## config.mk

```make
export PLATFORM = sky130hd
export DESIGN_NAME = bounded_list_with_search_top
export DESIGN_NICKNAME = d
export VERILOG_FILES = /design/src/bl_pkg.sv /design/src/bl_cell.sv /design/src/bounded_list_with_search_top.sv
export SDC_FILE = /design/constraint.sdc
export NUM_CORES = 1
export LEC_CHECK = 0
export BUFFER_PORTS_ARGS = -buffer_cell sky130_fd_sc_hd__buf_2
export CAP_MARGIN = 20
export CORE_MARGIN = 2
export CORE_UTILIZATION = 30
export DETAILED_ROUTE_END_ITERATION = 8
export REMOVE_ABC_BUFFERS = 1
export SLEW_MARGIN = 20
export SYNTH_ARGS = -nofsm -noshare
export SYNTH_HDL_FRONTEND = slang
export SYNTH_SLANG_ARGS = --single-unit
```

## constraint.sdc

```tcl
create_clock -name aclk -period 14.32 [get_ports aclk]
set_clock_uncertainty 0.15 [all_clocks]
set_input_delay 0.716 -clock aclk [delete_from_list [all_inputs] [get_ports aclk]]
set_output_delay 0.716 -clock aclk [all_outputs]
set_load 0.005 [all_outputs]
```

## src/bl_pkg.sv

```systemverilog
package bl_pkg;

    // Entry width and default list capacity
    localparam int DATA_W           = 32;
    localparam int CAPACITY_DEFAULT = 16;

    // Command codes
    typedef enum logic [2:0] {
        CMD_PUSH_FRONT = 3'd0,
        CMD_PUSH_BACK  = 3'd1,
        CMD_REMOVE     = 3'd2,
        CMD_CLEAR      = 3'd3,
        CMD_SEARCH     = 3'd4
    } cmd_t;

    // Status codes
    localparam logic [1:0] STATUS_OK    = 2'd0;
    localparam logic [1:0] STATUS_EMPTY = 2'd1;
    localparam logic [1:0] STATUS_FULL  = 2'd2;

    // Controller states, one-hot
    typedef enum logic [2:0] {
        S_IDLE   = 3'b001,
        S_SEARCH = 3'b010,
        S_DONE   = 3'b100
    } state_t;

    // Per-cell control from the controller
    typedef struct packed {
        logic shift_en;
        logic load_en;
    } cell_ctrl_t;

endpackage

```

## src/bl_cell.sv

```systemverilog
module bl_cell (
    input  logic                       aclk,
    input  bl_pkg::cell_ctrl_t         ctrl,
    input  logic [bl_pkg::DATA_W-1:0]  load_data,
    input  logic [bl_pkg::DATA_W-1:0]  prev_data,
    output logic [bl_pkg::DATA_W-1:0]  data_out
);

    logic [bl_pkg::DATA_W-1:0] data_reg;
    logic [bl_pkg::DATA_W-1:0] data_next;

    // Direct write wins over a shift from the neighbor
    always_comb begin
        data_next = data_reg;
        if (ctrl.load_en) begin
            data_next = load_data;
        end else if (ctrl.shift_en) begin
            data_next = prev_data;
        end
    end

    always_ff @(posedge aclk) begin
        data_reg <= data_next;
    end

    assign data_out = data_reg;

endmodule

```

## src/bounded_list_with_search_top.sv

```systemverilog
// Bounded list of signed 32-bit values with push front, push back, remove
// last, clear and search commands.
//
// Input channel s_valid/s_ready carries s_cmd and s_value; result channel
// m_valid/m_ready carries m_status, m_found and m_count, one result per
// command. Entries live in a row of CAPACITY cells, logical position k in
// cell k. Push front shifts the whole row by one cell.
//
// Push, remove, clear and unknown codes: result registered in the cycle after
// the transfer; one command per cycle while the result side keeps up.
// Search: the row rotates once through all CAPACITY cells, comparing the
// last cell with the key each cycle; the result is then queued from the done
// state, and the next command is taken once the result is queued.
//
// A new command is taken while the previous result is being transferred;
// if m_ready stays low the result holds and s_ready stays low.
// Reset (aresetn low, synchronous) empties the list and drops any pending
// result; cell contents are not cleared and are never read before written.
module bounded_list_with_search_top #(
    parameter int CAPACITY = bl_pkg::CAPACITY_DEFAULT,
    parameter int CNT_W    = $clog2(CAPACITY + 1)
) (
    input  logic                              aclk,
    input  logic                              aresetn,
    input  logic                              s_valid,
    output logic                              s_ready,
    input  logic [2:0]                        s_cmd,
    input  logic signed [bl_pkg::DATA_W-1:0]  s_value,
    output logic                              m_valid,
    input  logic                              m_ready,
    output logic [1:0]                        m_status,
    output logic                              m_found,
    output logic [CNT_W-1:0]                  m_count
);

    localparam int IDX_W = (CAPACITY > 1) ? $clog2(CAPACITY) : 1;

    bl_pkg::state_t            state_reg, state_next;
    logic [CNT_W-1:0]          count_reg, count_next;
    logic [IDX_W-1:0]          scan_reg, scan_next;
    logic [bl_pkg::DATA_W-1:0] key_reg, key_next;
    logic                      hit_reg, hit_next;
    logic                      m_valid_reg, m_valid_next;
    logic [1:0]                m_status_reg, m_status_next;
    logic                      m_found_reg, m_found_next;
    logic [CNT_W-1:0]          m_count_reg, m_count_next;

    logic                      accept;
    logic                      out_free;
    logic                      full;
    logic                      push_front;
    logic                      push_back;
    logic                      rotate;
    logic [bl_pkg::DATA_W-1:0] head_in;
    logic [bl_pkg::DATA_W-1:0] cell_data [CAPACITY];

    assign out_free = !m_valid_reg || m_ready;
    assign s_ready  = (state_reg == bl_pkg::S_IDLE) && out_free;
    assign accept   = s_valid && s_ready;
    assign full     = (count_reg == CNT_W'(CAPACITY));

    assign push_front = accept && (s_cmd == bl_pkg::CMD_PUSH_FRONT) && !full;
    assign push_back  = accept && (s_cmd == bl_pkg::CMD_PUSH_BACK) && !full;
    assign rotate     = (state_reg == bl_pkg::S_SEARCH);

    // Head of the chain: new value on push front, wrap-around during search
    assign head_in = rotate ? cell_data[CAPACITY-1] : s_value;

    // Row of cells
    for (genvar k = 0; k < CAPACITY; k++) begin : g_cell
        bl_pkg::cell_ctrl_t ctrl;
        assign ctrl.shift_en = push_front || rotate;
        assign ctrl.load_en  = push_back && (count_reg == CNT_W'(k));
        bl_cell u_cell (
            .aclk      (aclk),
            .ctrl      (ctrl),
            .load_data (s_value),
            .prev_data ((k == 0) ? head_in : cell_data[(k == 0) ? 0 : k - 1]),
            .data_out  (cell_data[k])
        );
    end

    // Command decode, search sequencing and result register
    always_comb begin
        state_next    = state_reg;
        count_next    = count_reg;
        scan_next     = scan_reg;
        key_next      = key_reg;
        hit_next      = hit_reg;
        m_valid_next  = m_valid_reg && !m_ready;
        m_status_next = m_status_reg;
        m_found_next  = m_found_reg;
        m_count_next  = m_count_reg;

        unique case (state_reg)
            bl_pkg::S_IDLE: begin
                if (accept) begin
                    m_status_next = bl_pkg::STATUS_OK;
                    m_found_next  = 1'b0;
                    unique case (s_cmd) inside
                        bl_pkg::CMD_PUSH_FRONT, bl_pkg::CMD_PUSH_BACK: begin
                            if (full) begin
                                m_status_next = bl_pkg::STATUS_FULL;
                            end else begin
                                count_next = count_reg + 1'b1;
                            end
                        end
                        bl_pkg::CMD_REMOVE: begin
                            if (count_reg == '0) begin
                                m_status_next = bl_pkg::STATUS_EMPTY;
                            end else begin
                                count_next = count_reg - 1'b1;
                            end
                        end
                        bl_pkg::CMD_CLEAR: begin
                            count_next = '0;
                        end
                        bl_pkg::CMD_SEARCH: begin
                            key_next   = s_value;
                            hit_next   = 1'b0;
                            scan_next  = IDX_W'(CAPACITY - 1);
                            state_next = bl_pkg::S_SEARCH;
                        end
                        default: begin
                        end
                    endcase
                    m_count_next = count_next;
                    m_valid_next = (s_cmd != bl_pkg::CMD_SEARCH);
                end
            end
            bl_pkg::S_SEARCH: begin
                // Last cell holds logical position scan_reg this cycle
                if ((cell_data[CAPACITY-1] == key_reg) &&
                    (CNT_W'(scan_reg) < count_reg)) begin
                    hit_next = 1'b1;
                end
                if (scan_reg == '0) begin
                    state_next = bl_pkg::S_DONE;
                end else begin
                    scan_next = scan_reg - 1'b1;
                end
            end
            bl_pkg::S_DONE: begin
                if (out_free) begin
                    m_valid_next  = 1'b1;
                    m_status_next = bl_pkg::STATUS_OK;
                    m_found_next  = hit_reg;
                    m_count_next  = count_reg;
                    state_next    = bl_pkg::S_IDLE;
                end
            end
            default: begin
                state_next = bl_pkg::S_IDLE;
            end
        endcase
    end

    always_ff @(posedge aclk) begin
        if (!aresetn) begin
            state_reg   <= bl_pkg::S_IDLE;
            count_reg   <= '0;
            m_valid_reg <= 1'b0;
        end else begin
            state_reg   <= state_next;
            count_reg   <= count_next;
            m_valid_reg <= m_valid_next;
        end
    end

    always_ff @(posedge aclk) begin
        scan_reg     <= scan_next;
        key_reg      <= key_next;
        hit_reg      <= hit_next;
        m_status_reg <= m_status_next;
        m_found_reg  <= m_found_next;
        m_count_reg  <= m_count_next;
    end

    assign m_valid  = m_valid_reg;
    assign m_status = m_status_reg;
    assign m_found  = m_found_reg;
    assign m_count  = m_count_reg;

    // Checks
    a_count_bound: assert property (@(posedge aclk) disable iff (!aresetn)
        count_reg <= CNT_W'(CAPACITY))
        else $error("entry count above capacity");

    a_search_start: assert property (@(posedge aclk) disable iff (!aresetn)
        (accept && (s_cmd == bl_pkg::CMD_SEARCH)) |=> (state_reg == bl_pkg::S_SEARCH))
        else $error("search did not start");

    a_search_holds_count: assert property (@(posedge aclk) disable iff (!aresetn)
        (state_reg == bl_pkg::S_SEARCH) |=> $stable(count_reg))
        else $error("count changed during search");

    a_found_only_search: assert property (@(posedge aclk) disable iff (!aresetn)
        (accept && (s_cmd != bl_pkg::CMD_SEARCH)) |=> (m_valid && !m_found))
        else $error("non-search result missing or flagged found");

endmodule
```

==> reports/metrics.csv, run 1 <==
metric,value,unit
cts.clk_slew.worst_paths,0.06,ns
wl_met3,4090,µm
synth-main-ff-cell,edfxtp_1,
cts_max_level,2,
max_freq,261,MHz
tns,0,ns
synthCells,1389,
via_per_inst,4.93,
drt_iter0_drc,1171,
async_flop_share,0,%
start_util,30.3,%
synth_commonest_cells,"edfxtp_1 (557), mux2_2 (434), mux2_1 (72), clkbuf_1 (40), buf_6 (38)",
finalNonFillerCells,2510,
num_antenna_cells,0,
cts_resized,0,
finalSetupViolCount,0,
yosysTopAreaCell,edfxtp_1,
cts-buffers-inserted,57,
drcViolationCount,0,
post-place-ws,10.53,ns
synthTopCellsByArea,"edfxtp_1 (67%), mux2_2 (20%), mux2_1 (3.3%)",
totalWireLength,61400,µm
place_area,25800,µm²
port_buffers,48,
largest_reg_flops,512,
grt_pass1_vias,12700,
clkLatencyLatePin,0.61,ns
yosys.area.top_type_share,67.2,%
rows,105,
syn_area,24900,µm²
min_path_type,input port to flip-flop,
power,3560,µW
finalHoldViolCount,0,
first_pass_iters,5,
synth_seq_cells,566,
worst_pin_slew,0.919,ns
drt-met1-wl,27800,µm
p_per_area,128,nW/µm²
ioPinCount,49,
cts_max_path_buffers,3,
cts_sinks,566,
ys_seq_area_share,67.9,%
final_nets,1447,
drive_gt1_share,42.7,%
highest_layer,met4,
grt_max_degree,43,
crit_type,flip-flop to flip-flop,
vias,12400,
chipHeight,292,µm
routedWlPerCell,24.4,µm
rsz0062_at_grt,no,
ant_nets,0,
arrival,3.90,ns
grt_pass1_wl,88900,µm
antenna_found_initial,1,
wl_met2,27900,µm
grt.total_usage,14.2,%
syn2layout_area_growth,11.5,%
syn_area_per_cell,17.9,µm²
root_buffer,clkbuf_16,
yosysUniqueCellTypes,54,
final_max_slew_viol_count,0,
core_area,82100,µm²
peakVddDrop,0.0844,mV
layout_setup_ws,10.49,ns
period_share,26.7,%
cts_post_setup_buffers_inserted,0,
crit_path_end_kind,flip-flop,
gp_congestion,0.805,
die-width,292,µm
stdcell_area,27800,µm²
cts_hold_buf,0,
post-place-cells,2409,
synth_most_common_cell,edfxtp_1,
yosysWarnings,0,
die-area,85300,µm²
status,completed,
grt-ovfl-total,0,
hpwl,37300,µm
cts_tree,built,
fin_crit,3.83,ns
startpoint_type,flip-flop,
crit_path_max_fanout,33,
cp.required,14.39,ns
maxCapViolations,0,
total_leakage_power,0.00875,µW
synth_edf_count,557,
slew_headroom,38.6,%
[critical path: stages, from the launching register on]
cell      delay, ns
dfxtp_1        0.72
clkinv_1       0.59
nor2_1         0.33
and4_2         0.81
nand2b_2       0.79
[power by group]
| group | total, µW | internal [µW] | leakage, µW | switching (µW) |
|---|---|---|---|---|
| combinational | 144 | 40.6 | 0.00271 | 104 |
| clock | 1550 | 924 | 0.000930 | 624 |
| sequential | 1870 | 1850 | 0.00512 | 17.1 |
| total | 3560 | 2810 | 0.00875 | 745 |
[logic make-up (layout without fill, tap and decap cells)]
| group | Yosys count | after routing | synth area share (%) |
|---|---|---|---|
| and+or+nand+nor | 117 | 117 | 2.99 |
| xor gates and xnor gates | 33 | 33 | 1.16 |
| adders and majority gates | 10 | 10 | 0.503 |
| muxes | 512 | 512 | 23.3 |
| buffers and inverters | 112 | 163 | 3.11 |
| AOI/OAI and AO/OA | 39 | 39 | 1.06 |
| DFF | 566 | 566 | 67.9 |
[final timing paths]
kind,startpoint,to,slack (ns),cells past startpoint
hold / removal,aresetn,state_reg[1],0.26,2
hold reg to reg,g_cell[8].u_cell.data_out[17],g_cell[9].u_cell.data_out[17],0.38,1
setup / recovery,count_reg[2],g_cell[14].u_cell.data_out[16],10.49,4
setup reg to reg,count_reg[2],g_cell[14].u_cell.data_out[16],10.49,4
[metal layers]
layer	GRT usage (%)	vias to the layer above
met2	22.3	447
met4	4.11	0
met5	0	-
li1	-	5391
met1	19.6	6449
met3	3.40	93
[layout make-up]
cell class	instances	area (µm²)
Fill cell	7664	54400
Sequential cell	566	16900
Multi-Input combinational cell	711	7290
Clock buffer	68	1470
Tap cell	1070	1340
Clock inverter	33	442
Timing Repair Buffer	52	270
Inverter	10	37.5
[per-stage QoR]
step / utilization, % / hold WS (ns)
after floorplan: - / 0.351
after global placement: 31.5 / 0.362
after detailed placement: 31.5 / 0.368
after CTS: 33.8 / 0.232
after global routing: 33.8 / 0.257
final: 33.8 / 0.261
[cells in the final DEF (no fill, tap or decap), types with 3 or more instances in the layout]
| cell type | Yosys | routed |
|---|---|---|
| dfxtp_1 | 9 | 9 |
| bufinv_16 | 0 | 11 |
| xnor2_1 | 31 | 31 |
| clkbuf_16 | 0 | 57 |
| edfxtp_1 | 557 | 557 |
| inv_1 | 9 | 9 |
| nand2b_1 | 17 | 4 |
| clkbuf_1 | 40 | 11 |
| mux2_2 | 434 | 434 |
| a21oi_1 | 10 | 9 |
| o21ai_0 | 10 | 10 |
| nand2_1 | 19 | 16 |
| mux2_1 | 72 | 72 |
| nand3_1 | 6 | 6 |
| nor2_1 | 19 | 19 |
| and4_2 | 0 | 3 |
| nor4_4 | 3 | 3 |
| and2_1 | 6 | 5 |
| nand2_2 | 0 | 3 |
| clkinv_2 | 0 | 9 |
| mux2_4 | 6 | 6 |
| ha_1 | 10 | 10 |
| and3_2 | 0 | 8 |
| nor3_1 | 4 | 4 |
| buf_4 | 15 | 4 |
| nand2b_2 | 0 | 13 |
| buf_2 | 9 | 48 |
| clkinv_1 | 1 | 10 |
| nand4_1 | 8 | 8 |
| and3_1 | 11 | 3 |
| nor4_1 | 6 | 5 |
(Power assumes the default switching activity.)
==> inputs of run 2 (changes only) <==
==> constraint.sdc (replaced) <==
create_clock -name aclk -period 3.74 [get_ports aclk]
set_clock_uncertainty 0.15 [all_clocks]
set_input_delay 0.187 -clock aclk [delete_from_list [all_inputs] [get_ports aclk]]
set_output_delay 0.187 -clock aclk [all_outputs]
set_load 0.005 [all_outputs]
==> run 2 against run 1 <==
  * Global-route usage shrank 0.98 points
  * Fmax grew 24%
  * Cell area grew 3.3%
  * Register-to-register slack lost 9.9 ns
  * Highest routed layer unchanged
==> reports/metrics.csv, run 2 (synthesis results as in run 1) <==
metric,value,unit
hpwl,35100,µm
r2r_slack,0.64,ns
crit_path_end_kind,flip-flop,
cp.required,3.91,ns
status,completed,
power,13600,µW
finalHoldViolCount,0,
syn2layout_area_growth,15.2,%
tns,0,ns
cts-buffers-inserted,58,
cts_max_level,2,
drcViolationCount,0,
use_met2,21.9,%
fin_crit,3.10,ns
grt-ovfl-total,0,
core_area,82100,µm²
grt.busiest_layer,met2,
worst_pin_slew,0.729,ns
antenna_found_initial,0,
routedWlPerCell,21.9,µm
arrival,3.26,ns
period_share,82.8,%
root_buffer,clkbuf_16,
gr-usage-met1,17.9,%
rsz0062_at_grt,no,
p_per_area,476,nW/µm²
ioPinCount,49,
totalWireLength,56900,µm
grt_max_degree,33,
cts_max_path_buffers,3,
maxCapViolations,0,
grt.total_usage,13.2,%
slew_headroom,51.4,%
finalSetupViolCount,0,
hold_depth,3,
ant_nets,0,
drt_iter0_drc,931,
grt_pass1_wl,85900,µm
clkLatencyLatePin,0.63,ns
worstHoldStart,aresetn,
cts.clk_slew.worst_paths,0.06,ns
die-area,85300,µm²
rows,105,
port_buffers,48,
start_util,30.3,%
total_leakage_power,0.00921,µW
first_pass_iters,5,
max_freq,323,MHz
final_max_slew_viol_count,0,
peakVddDrop,0.365,mV
grt_pass1_vias,13300,
num_antenna_cells,0,
reg2reg_depth,7,
min_to,state_reg[1],
layout_common_cells,"edfxtp_1 (557), mux2_2 (434), mux2_1 (72)",
final_common_cell,edfxtp_1,
min_path_type,input port to flip-flop,
critPathSlowestCell,dfxtp_1,
final_nets,1532,
chipHeight,292,µm
met3_usage,2.04,%
startpoint_type,flip-flop,
crit_type,flip-flop to flip-flop,
gp_congestion,0.787,
slowest_delay,0.54,ns
crit_chain,"inv_1, ha_1, nand4bb_1, and2_1, and4_2, nand2b_2, buf_12",
vias,12500,
worstReg2RegStart,count_reg[0],
via_per_inst,4.79,
cts_resized,0,
crit_path_max_fanout,18,
largest_reg_flops,512,
drive_gt1_share,44.0,%
r2r_end,g_cell[15].u_cell.data_out[21],
die-width,292,µm
cts_tree,built,
cts_sinks,566,
==> run 2: final cells by class <==
cell class / count / area (µm²)
fill: 7639 / 53500
sequential: 566 / 16900
multi-input combinational: 711 / 7280
clock buffer: 63 / 1470
tap: 1070 / 1340
timing repair buffer: 136 / 1150
clock inverter: 45 / 480
inverter: 10 / 37.5
==> run 2: worst max-delay path by stage <==
stage / startpoint / endpoint / slack [ns] / depth (start not counted)
3_5_place_dp: count_reg[0] / g_cell[15].u_cell.data_out[16] / 0.68 / 7
6_report: count_reg[0] / g_cell[15].u_cell.data_out[21] / 0.64 / 7
2_1_floorplan: state_reg[0] / key_reg[0] / -1.03 / 3
4_1_cts: count_reg[0] / g_cell[15].u_cell.data_out[12] / 0.66 / 7
5_1_grt: count_reg[0] / g_cell[15].u_cell.data_out[12] / 0.53 / 7
3_3_place_gp: count_reg[0] / g_cell[15].u_cell.data_out[31] / 0.76 / 7
==> run 2: power by group <==
group	internal (µW)	total [µW]	leakage [µW]	switching, µW
registers	7080	7130	0.00512	49.8
clock network	3420	5950	0.000948	2540
logic	201	554	0.00314	352
total	10700	13600	0.00921	2940
==> run 2: layer usage <==
| metal | share of wire, % | up-vias |
|---|---|---|
| li1 | - | 5575 |
| met1 | 46 | 6512 |
| met2 | 48 | 288 |
| met3 | 4.1 | 89 |
| met4 | 2.5 | 0 |
| met5 | 0 | - |
==> run 2: through the flow <==
| step | cells | setup slack (ns) | util [%] | cell area, µm² | hold WS, ns |
|---|---|---|---|---|---|
| after floorplan | 1287 | -1.03 | - | 24200 | 0.136 |
| after global placement | 2455 | 0.759 | 32.1 | 26300 | 0.323 |
| after detailed placement | 2455 | 0.679 | 32.1 | 26300 | 0.323 |
| after CTS | 2601 | 0.658 | 34.9 | 28700 | 0.210 |
| after global routing | 2601 | 0.527 | 34.9 | 28700 | 0.262 |
| final | 2601 | 0.643 | 34.9 | 28700 | 0.245 |
==> run 2: worst max-delay path, delay by kind of cell (launching register included) <==
family	cells	cell delay [ns]
adder cells (fa/ha/maj)	1	0.31
flip-flops	1	0.54
buffers and inverters	2	0.47
AND/OR/NAND/NOR	4	1.27
==> run 2: what timing repair did <==
action / CTS / global route
endpoints found under the hold margin: 125 / 0
buffers inserted: 0 / 0
hold buffers: 38 / 0
==> inputs of run 3 (changes only) <==
==> constraint.sdc (replaced) <==
create_clock -name aclk -period 2.5 [get_ports aclk]
set_clock_uncertainty 0.15 [all_clocks]
set_input_delay 0.125 -clock aclk [delete_from_list [all_inputs] [get_ports aclk]]
set_output_delay 0.125 -clock aclk [all_outputs]
set_load 0.005 [all_outputs]
==> run 3 against run 2 <==
  * Clock power increased by 52%
  * Critical path depth decreased by 1
  * Power increased by 51%
  * Worst setup slack got worse by 0.62 ns
  * Largest cell class unchanged
==> reports/metrics.csv, run 3 (synthesis results as in run 1) <==
metric,value,unit
status,completed,
drt_iter0_drc,853,
clkLatencyLatePin,0.62,ns
total_leakage_power,0.00966,µW
ant_nets,0,
post-place-ws,-0.119,ns
min_path_type,input port to flip-flop,
crit_type,flip-flop to flip-flop,
crit_path_max_fanout,12,
num_antenna_cells,0,
finalNonFillerCells,2671,
post-route-util,36.1,%
pwr-share-seq,51.7,%
die-width,292,µm
layout_setup_ws,0.0178,ns
grt_pass1_wl,84400,µm
power,20600,µW
cts-buffers-inserted,59,
fin_crit,2.48,ns
arrival,2.69,ns
syn2layout_area_growth,19.2,%
final_nets,1603,
p_sw,4340,µW
hpwl,35400,µm
root_buffer,clkbuf_16,
chipHeight,292,µm
grt.total_usage,13.0,%
rows,105,
power_frac_comb,4.4,%
final_max_slew_viol_count,0,
p_int,16300,µW
die-area,85300,µm²
vias,12700,
peakVddDrop,0.577,mV
crit_path_end_kind,flip-flop,
drcViolationCount,0,
worst_pin_slew,0.487,ns
core_area,82100,µm²
post-place-cells,2514,
routedWlPerCell,20.9,µm
gp_congestion,0.818,
start_util,30.3,%
finalHoldViolCount,0,
p_per_area,695,nW/µm²
ioPinCount,49,
antenna_found_initial,0,
cp.required,2.71,ns
slew_headroom,67.3,%
swShare,21.0,%
grt_pass1_vias,13300,
via_per_inst,4.77,
grt_max_degree,34,
final_common_cell,edfxtp_1,
finalSetupViolCount,0,
cts.clk_slew.worst_paths,0.06,ns
nFillCells,7535,
layout_common_cells,"edfxtp_1 (557), mux2_2 (434), mux2_1 (72)",
cts_tree,built,
maxCapViolations,0,
period_share,99.3,%
totalWireLength,55800,µm
cts_sinks,566,
port_buffers,48,
grt-ovfl-total,0,
cts_max_path_buffers,3,
rsz0062_at_grt,yes,
cts_max_level,2,
p_clk_share,44.0,%
drive_gt1_share,46.2,%
tns,0,ns
first_pass_iters,5,
startpoint_type,flip-flop,
largest_reg_flops,512,
max_freq,403,MHz
run 3: changes by cell type in the layout (fill, tap and decap cells not counted), moves of 3 or more:
cell and delta:
inv_6 +4, buf_12 +30, clkbuf_1 +7, clkinv_2 -11, clkbuf_16 +3, buf_6 +5, buf_4 +32
run 3: power by group through the flow:
stage | logic [µW] | clock network (µW) | registers (µW)
after global routing | 977 | 9640 | 10700
after floorplan | 370 | 0 | 10800
after detailed placement | 838 | 0 | 10900
final | 901 | 9070 | 10700
after CTS | 902 | 9300 | 10700
after global placement | 824 | 0 | 10900
run 3: worst max-delay path, stage by stage, from the launching register on:
cell     delay (ns)
dfxtp_1        0.33
nor3b_4        0.26
nand4_4        0.25
nor4_4         0.32
and3_2         0.31
buf_4          0.23
mux2_2         0.37
run 3: per-stage QoR:
| step | hold WS (ns) | cell area [µm²] |
|---|---|---|
| after floorplan | 0.0739 | 24200 |
| after global placement | 0.280 | 27100 |
| after detailed placement | 0.284 | 27100 |
| after CTS | 0.176 | 29500 |
| after global routing | 0.249 | 29700 |
| final | 0.207 | 29700 |
run 3: layout make-up:
cell class | count | area (µm²) | share of cell area [%]
timing repair buffer | 206 | 2090 | 7.04
clock inverter | 36 | 445 | 1.50
multi-input combinational | 711 | 7310 | 24.6
inverter | 10 | 37.5 | 0.127
sequential | 566 | 16900 | 57.0
tap | 1070 | 1340 | 4.51
clock buffer | 72 | 1550 | 5.21
run 3: metal layers:
layer / global-route usage, % / share of wire [%] / vias to the layer above
li1: - / - / 5729
met1: 17.5 / 45 / 6649
met2: 21.5 / 48 / 300
met3: 2.33 / 5.0 / 67
met4: 3.39 / 1.9 / 0
met5: 0 / 0 / -
run 3: path summary, 6_finish.rpt:
check | to | slack, ns | start | depth (start not counted)
worst max-delay path | g_cell[2].u_cell.data_out[23] | 0.02 | state_reg[1] | 6
worst min-delay path | state_reg[1] | 0.21 | aresetn | 3
worst max register to register | g_cell[2].u_cell.data_out[23] | 0.02 | state_reg[1] | 6
worst min register to register | g_cell[7].u_cell.data_out[25] | 0.37 | g_cell[6].u_cell.data_out[25] | 1
run 3: repair_timing:
item                                    4_1_cts  5_1_grt
hold endpoints to repair                    329        0
setup buffers                                 0        8
endpoints found under the setup margin       72      464
gates resized for setup                       5        9
pin swaps                                     2        1
cloned                                        0        1
hold buffers                                 40        0
